==> src/rtl/hvst_pkg.sv <==
// Shared types, constants and helpers of the hashed version slot table.
// Used by the controller, the datapath and the top level; depends on nothing.
package hvst_pkg;

	localparam int unsigned WORD_W     = 64;
	localparam int unsigned HALF_W     = 32;
	localparam int unsigned LEN_W      = 32;
	localparam int unsigned COL_W      = 32;
	localparam int unsigned NBYTES_W   = 4;
	localparam int unsigned OUT_SLOT_W = 10;
	localparam int unsigned FMIX_SHIFT = 33;

	localparam logic [WORD_W-1:0] FMIX_K1 = 64'hff51_afd7_ed55_8ccd;
	localparam logic [WORD_W-1:0] FMIX_K2 = 64'hc4ce_b9fe_1a85_ec53;

	localparam logic [NBYTES_W-1:0] WORD_BYTES_MAX = 4'd8;

	// The slot remainder takes this many hash bits per cycle.
	localparam int unsigned MOD_BITS   = 4;
	localparam int unsigned MOD_STEPS  = WORD_W / MOD_BITS;
	localparam int unsigned MOD_CNT_W  = $clog2(MOD_STEPS);
	localparam logic [MOD_CNT_W-1:0] MOD_CNT_LAST = MOD_CNT_W'(MOD_STEPS - 1);

	localparam int unsigned CFG_INDEX_W = 1;

	typedef enum logic [CFG_INDEX_W-1:0] {
		REG_HASH_SEED     = 1'b0,
		REG_LOCK_TAG_MASK = 1'b1
	} cfg_reg_t;

	typedef enum logic [3:0] {
		OP_NOP    = 4'd0,
		OP_CLEAR  = 4'd1,
		OP_LOAD   = 4'd2,
		OP_PRE    = 4'd3,
		OP_M0     = 4'd4,
		OP_M1     = 4'd5,
		OP_M2     = 4'd6,
		OP_M3     = 4'd7,
		OP_MID    = 4'd8,
		OP_POST   = 4'd9,
		OP_MOD    = 4'd10,
		OP_READ   = 4'd11,
		OP_DECIDE = 4'd12
	} dp_op_t;

	typedef enum logic [1:0] {
		MIX_SEED_DB = 2'd0,
		MIX_COL     = 2'd1,
		MIX_WORD    = 2'd2,
		MIX_LEN     = 2'd3
	} mix_sel_t;

	typedef struct packed {
		dp_op_t   op;
		mix_sel_t sel;
		logic     k2;
	} dp_cmd_t;

	typedef struct packed {
		logic mid;
		logic in_empty;
		logic in_last;
		logic q_empty;
		logic q_last;
		logic clear_done;
		logic out_free;
	} dp_status_t;

	function automatic logic [WORD_W-1:0] xorshift(input logic [WORD_W-1:0] v);
		return v ^ (v >> FMIX_SHIFT);
	endfunction

endpackage

==> src/rtl/hvst_ctrl.sv <==
// Controller of the hashed version slot table: one-hot sequencer that steps
// the datapath through clearing, hash mixing, slot remainder and table access.
// Depends on hvst_pkg.
module hvst_ctrl
	import hvst_pkg::*;
(
	input  logic       clk,
	input  logic       arst_n,
	input  logic       in_valid,
	output logic       ready,
	input  dp_status_t stat,
	output dp_cmd_t    cmd
);

	typedef enum logic [11:0] {
		S_CLEAR  = 12'b0000_0000_0001,
		S_IDLE   = 12'b0000_0000_0010,
		S_PRE    = 12'b0000_0000_0100,
		S_M0     = 12'b0000_0000_1000,
		S_M1     = 12'b0000_0001_0000,
		S_M2     = 12'b0000_0010_0000,
		S_M3     = 12'b0000_0100_0000,
		S_MID    = 12'b0000_1000_0000,
		S_POST   = 12'b0001_0000_0000,
		S_MOD    = 12'b0010_0000_0000,
		S_READ   = 12'b0100_0000_0000,
		S_DECIDE = 12'b1000_0000_0000
	} state_t;

	state_t             state_q, state_d;
	mix_sel_t           sel_q, sel_d;
	logic               second_q, second_d;
	logic [MOD_CNT_W-1:0] cnt_q, cnt_d;

	assign ready = (state_q == S_IDLE);

	always_comb begin
		state_d  = state_q;
		sel_d    = sel_q;
		second_d = second_q;
		cnt_d    = cnt_q;
		cmd      = '{op: OP_NOP, sel: sel_q, k2: second_q};
		unique case (state_q)
			S_CLEAR: begin
				cmd.op = OP_CLEAR;
				if (stat.clear_done) begin
					state_d = S_IDLE;
				end
			end
			S_IDLE: begin
				second_d = 1'b0;
				if (in_valid) begin
					cmd.op = OP_LOAD;
					priority if (!stat.mid) begin
						sel_d   = MIX_SEED_DB;
						state_d = S_PRE;
					end else if (!stat.in_empty) begin
						sel_d   = MIX_WORD;
						state_d = S_PRE;
					end else if (stat.in_last) begin
						sel_d   = MIX_LEN;
						state_d = S_PRE;
					end else begin
						state_d = S_IDLE;
					end
				end
			end
			S_PRE: begin
				cmd.op  = OP_PRE;
				state_d = S_M0;
			end
			S_M0: begin
				cmd.op  = OP_M0;
				state_d = S_M1;
			end
			S_M1: begin
				cmd.op  = OP_M1;
				state_d = S_M2;
			end
			S_M2: begin
				cmd.op  = OP_M2;
				state_d = S_M3;
			end
			S_M3: begin
				cmd.op = OP_M3;
				if (second_q) begin
					state_d = S_POST;
				end else begin
					state_d = S_MID;
				end
			end
			S_MID: begin
				cmd.op   = OP_MID;
				second_d = 1'b1;
				state_d  = S_M0;
			end
			S_POST: begin
				cmd.op   = OP_POST;
				second_d = 1'b0;
				cnt_d    = '0;
				unique case (sel_q)
					MIX_SEED_DB: begin
						sel_d   = MIX_COL;
						state_d = S_PRE;
					end
					MIX_COL: begin
						priority if (!stat.q_empty) begin
							sel_d   = MIX_WORD;
							state_d = S_PRE;
						end else if (stat.q_last) begin
							sel_d   = MIX_LEN;
							state_d = S_PRE;
						end else begin
							state_d = S_IDLE;
						end
					end
					MIX_WORD: begin
						if (stat.q_last) begin
							sel_d   = MIX_LEN;
							state_d = S_PRE;
						end else begin
							state_d = S_IDLE;
						end
					end
					MIX_LEN: state_d = S_MOD;
				endcase
			end
			S_MOD: begin
				cmd.op = OP_MOD;
				cnt_d  = cnt_q + 1'b1;
				if (cnt_q == MOD_CNT_LAST) begin
					state_d = S_READ;
				end
			end
			S_READ: begin
				cmd.op  = OP_READ;
				state_d = S_DECIDE;
			end
			S_DECIDE: begin
				if (stat.out_free) begin
					cmd.op  = OP_DECIDE;
					state_d = S_IDLE;
				end
			end
			default: state_d = S_IDLE;
		endcase
	end

	always_ff @(posedge clk or negedge arst_n) begin
		if (!arst_n) begin
			state_q  <= S_CLEAR;
			sel_q    <= MIX_SEED_DB;
			second_q <= 1'b0;
			cnt_q    <= '0;
		end else begin
			state_q  <= state_d;
			sel_q    <= sel_d;
			second_q <= second_d;
			cnt_q    <= cnt_d;
		end
	end

endmodule

==> config.mk <==
export PLATFORM = sky130hd
export DESIGN_NAME = hvst_ctrl
export DESIGN_NICKNAME = d
export VERILOG_FILES = /design/src/rtl/hvst_pkg.sv /design/src/rtl/hvst_ctrl.sv
export SDC_FILE = /design/constraint.sdc
export NUM_CORES = 1
export LEC_CHECK = 0
export BUFFER_PORTS_ARGS = -buffer_cell sky130_fd_sc_hd__buf_2
export CAP_MARGIN = 10
export CORE_MARGIN = 2
export CORE_UTILIZATION = 40
export DETAILED_ROUTE_END_ITERATION = 12
export SLEW_MARGIN = 25
export SYNTH_ARGS = -nofsm -noshare
export SYNTH_HDL_FRONTEND = slang
export SYNTH_SLANG_ARGS = --single-unit
==> constraint.sdc <==
create_clock -name clk -period 2.2 [get_ports clk]
set_input_delay 0.11 -clock clk [delete_from_list [all_inputs] [get_ports clk]]
set_output_delay 0.11 -clock clk [all_outputs]
set_load 0.01 [all_outputs]
==> results of run 1 <==
## final timing paths
path	start	endpoint	slack, ps
setup / recovery	state_q[1]	sel_q[0]	-50
hold / removal	stat[1]	state_q[0]	-6
setup reg to reg	state_q[1]	sel_q[0]	-50
hold reg to reg	second_q	state_q[7]	470
max in group asynchronous	arst_n	state_q[0]	1610
min in group asynchronous	arst_n	state_q[8]	260
## synthesized netlist by cell type, drive strengths merged, types with 4 or more instances
cell type	count	area [um^2]
inv	9	33.8
nor2	13	48.8
nand2	12	45.0
a21oi	7	35.0
nor4	5	67.6
buf	8	63.8
xnor2	4	35.0
ha	5	62.6
nand3	8	45.0
dfrtp	18	450
nor3	7	35.0
o21ai	14	70.1
## critical path, delay by kind of cell, from the launching register on
kind | cells | cell delay [ps]
buf+inv | 1 | 180
flops | 1 | 480
simple gates | 4 | 1180
mux | 1 | 300
## power breakdown
part,switching [mW],total [mW],internal (mW)
sequential,0.0817,0.478,0.396
clock,0.122,0.190,0.0679
combinational,0.424,0.842,0.417
## logic make-up (layout without fill, tap and decap cells)
| group | Yosys count | count (layout) | share of synthesized area (%) |
|---|---|---|---|
| AO/OA/AOI/OAI | 33 | 33 | 15.9 |
| flip-flops | 19 | 19 | 35.6 |
| XOR/XNOR | 7 | 7 | 4.58 |
| AND/OR/NAND/NOR | 66 | 66 | 30.0 |
| buffers and inverters | 18 | 46 | 7.57 |
| adder cells (fa/ha/maj) | 5 | 5 | 4.67 |
| multiplexers | 2 | 2 | 1.68 |
## registers in the layout, indices dropped and copies added (netlist names)
name      cells
cnt_q         4
second_q      1
sel_q         2
state_q      12
## cells in the final DEF, fill, tap and decap left out, types with 2 or more instances in the layout
master    count
nor4b_1       2
nor2_1       13
nand3_1       6
nand4_1       2
nor4_4        2
nand2_2       2
nand3_4       2
o21ai_0      14
nor3_1        5
nand2b_1      2
buf_2        17
dfrtp_2       4
buf_4        14
ha_1          5
o31a_1        2
xnor2_1       4
a21oi_1       7
xor2_1        3
clkbuf_4      3
dfrtp_1      14
inv_1         9
nor4_1        2
a22oi_1       2
mux2_4        2
nand2_1      10
nor2b_1       3
## stage by stage
stage,hold WS (ps),instances,worst slack (ps)
5_1_grt,12.4,224,-143
3_3_place_gp,73.4,210,227
6_report,-6.16,224,-48.3
4_1_cts,7.96,217,12.7
2_1_floorplan,-186,150,288
3_5_place_dp,80.6,210,144
## cell type report
| cell class | instances | area, um^2 |
|---|---|---|
| Clock buffer | 3 | 22.5 |
| Clock inverter | 1 | 5.00 |
| Fill cell | 310 | 1640 |
| Inverter | 9 | 33.8 |
| Multi-Input combinational cell | 113 | 835 |
| Sequential cell | 19 | 482 |
| Tap cell | 46 | 57.6 |
| Timing Repair Buffer | 33 | 211 |
## metal layers
| layer | wire, um | part of all wire [%] | up-vias |
|---|---|---|---|
| met5 | 0 | 0 | - |
| met4 | 34 | 1.1 | 0 |
| met3 | 68 | 2.1 | 4 |
| met2 | 1720 | 54 | 19 |
| met1 | 1390 | 43 | 577 |
| li1 | - | - | 597 |
## repair_timing
action                                  4_1_cts  5_1_grt
hold buffers                                  1        0
endpoints found under the setup margin        4        4
hold endpoints to repair                     18        0
setup buffers                                 2        9
pin swaps                                     1        7
gates resized for setup                       6       14
==> out/metrics.cfg, run 1 <==
[outcome]
outcome=finished with violations
violations=hold timing, setup timing

[timing]
period_share_pct=102
slew-limit-headroom_pct=71.6
fmax_mhz=445
min_period_ps=2250
tightest_slew_ps=425
rsz0062_at_grt=true
hold_viol=1
setup-violations-final=3
drv_slew=0
clock_skew_ps=5.23
timing.hold.ws_ps=-6.16
worst_slack_ps=-48.3
setup_tns_ps=-131

[detailed_routing]
drt_iter0_markers=58
vias=1197
post_drt_wl_per_cell_um=14.3
via_per_inst=5.34
first_pass_iters=4
drcViolationCount=0
ant_nets=0
wirelength_um=3210

[place]
gp_congestion=0.859
dpl.hpwl_um=2400
dpl_cell_area_um2=1460
portBuffers=17

[global_routing]
grt.busiest_layer=met2
grt.overflow.total=0
grt_pass1_vias=1171
grt_pass1_wl_um=5180
use_met2_pct=32.0
antenna_found_initial=0
met3_usage_pct=2.48
grt_start_max_net_pins=20
grt_use_met1_pct=22.5
grt_use_total_pct=18.1

[synth]
syn_avg_cell_area_um2=8.93
syn_inst=150
yosys_warnings=0
synth_flop_cell=dfrtp_1
synth-async-reset-ratio_pct=100
synth_edf_count=0
ys_types=44
synthesis.area_um2=1340
ys_seq_elements=19
synth_nets=165
synth_seq_area_share_pct=35.6

[power]
ir_drop_mv=0.440
powerDensity_nw_per_um2=916
finalPower_mw=1.51
total_leakage_power_nw=0.761

[critical_path]
arrival_ps=2450
cp_data_required_time_ps=2400
slowest_stage=or4_4
r2r_cells=6
worstSetupStartpointType=flop
setup.worst_path.end_class=flop
path_class=flop to flop
critPathMaxStageDelay_ps=560
cp_cell_sequence=nor4_4 > buf_4 > nand4_1 > or4_4 > nand3_4 > mux2_4
critPathMaxFanout=5

[clock_network]
cts_tree=yes
h-tree-depth=1
clk_latency_ps=310
cts_buffers=3
root_buffer=clkbuf_4
path_clk_slew_ps=120
cts.sinks=19
cts_max_path_buffers=2

[final_layout]
fin_area_um2=1650
drive_gt1_share_pct=33.1
diodes=0
finish.utilization_pct=50.1
fin_nets=194
synthToLayoutAreaGrowth_pct=23.0

[floorplan]
die_x_um=61.9
die_y_um=61.9
die_area_um2=3830
initial_core_util_pct=40.8
io_pins=18
core_um2=3280
rows=21

[worst_hold_path]
min_path_cells=4
hold_class=input port to flop

[run]
drv_cap=0

Power figures use the tool's default switching activity.
==> run 2: changes to the inputs <==
HOLD_SLACK_MARGIN = 0.03   (was unset)
==> out/metrics.cfg, run 2 (synthesis gave the netlist of run 1 again) <==
[clock_network]
cts_buffers=3
cts_tree=yes
h-tree-depth=1
path_clk_slew_ps=120
clk_latency_ps=300
root_buffer=clkbuf_4
cts.sinks=19
cts_max_path_buffers=2

[critical_path]
arrival_ps=2430
setup.worst_path.end_class=flop
worstReg2RegStart=state_q[1]
cp_data_required_time_ps=2400
critPathMaxFanout=5
crit_start=state_q[1]
path_class=flop to flop
worstSetupStartpointType=flop

[run]
drv_cap=0

[place]
dpl.hpwl_um=2400
gp_congestion=0.859
portBuffers=17
dpl.cell_count=210

[final_layout]
diodes=0
mostFrequentLayoutCell=buf_2
drive_gt1_share_pct=33.0
finalNonFillerCells=225
final.fill_count=309
largest_register_ffs=12
multi_input_area_um2=835
fin_nets=195
reg.largest.list=state_q: 12 flops, cnt_q: 4 flops, sel_q: 2 flops
final_cell_mix=17 x buf_2, 14 x o21ai_0, 14 x dfrtp_1, 14 x buf_4, 13 x nor2_1
seq_area_um2=482
finish.utilization_pct=50.4
synthToLayoutAreaGrowth_pct=23.7
largest_register=state_q

[detailed_routing]
drt_iter0_markers=34
drcViolationCount=0
wirelength_um=3220
via_per_inst=5.33
post_drt_wl_per_cell_um=14.3
first_pass_iters=4
vias=1200
ant_nets=0

[global_routing]
grt_pass1_vias=1174
grt_start_max_net_pins=20
grt.overflow.total=0
antenna_found_initial=0
grt_use_total_pct=18.1
grt_pass1_wl_um=5190

[timing]
clock_skew_ps=5.04
setup_tns_ps=-75.4
fmax_mhz=448
min_period_ps=2230
drv_slew=0
tightest_slew_ps=427
slew-limit-headroom_pct=71.5
timing.hold.ws_ps=155
hold_viol=0
setup-violations-final=3
period_share_pct=101
rsz0062_at_grt=true
worst_slack_ps=-31.7

[power]
ir_drop_mv=0.440
total_leakage_power_nw=0.765
finalPower_mw=1.50
powerDensity_nw_per_um2=906

[floorplan]
core_um2=3280
die_x_um=61.9
initial_core_util_pct=40.8
io_pins=18
rows=21
die_y_um=61.9
die_area_um2=3830

[worst_hold_path]
hold_path_startpoint=stat[4]
hold_class=input port to flop

[outcome]
violations=setup timing
outcome=finished with violations

## run 2: routing by layer
layer	part of all wire (%)	GRT usage (%)	vias to the layer above	wire [um]
met4	1.1	5.78	0	35
met2	54	32.0	19	1730
li1	-	-	597	-
met3	2.2	2.48	4	71
met5	0	0	-	0
met1	43	22.7	580	1380
## run 2: cell type report
class | instances | area share, %
multi-input combinational | 113 | 50.4
clock buffer | 3 | 1.36
sequential | 19 | 29.1
inverter | 9 | 2.04
tap | 46 | 3.47
timing repair buffer | 34 | 13.4
clock inverter | 1 | 0.302
## run 2: report_power, final
part,switching (mW),leakage [nW],internal [mW]
logic,0.423,0.499,0.418
registers,0.0817,0.248,0.396
clock network,0.115,0.0177,0.0678
## run 2: timing repair
action | 4_1_cts | 5_1_grt
setup endpoints to repair | 4 | 4
buffers inserted | 2 | 9
gates resized for setup | 6 | 14
pin swaps | 1 | 7
hold buffers | 2 | 0
hold endpoints to repair | 19 | 0
## run 2: worst max-delay path: stages, from the launching register on
cell and delay (ps):
dfrtp_2 480, nor4_4 370, buf_4 180, nand4_1 140
or4_4 560, nand3_4 110, mux2_4 300
## run 2: final timing paths
kind	end	slack [ps]	cells past startpoint
worst max-delay path	sel_q[0]	-30	6
worst min-delay path	state_q[2]	150	3
worst max register to register	sel_q[0]	-30	6
worst min register to register	state_q[7]	470	1
max in group asynchronous	state_q[0]	1590	2
min in group asynchronous	state_q[7]	270	2
## run 2: through the flow
step	cell area [um^2]	setup slack (ps)
after global placement	1460	227
after global routing	1660	-143
final	1660	-31.7
after floorplan	1340	288
after CTS	1540	12.7
after detailed placement	1460	144
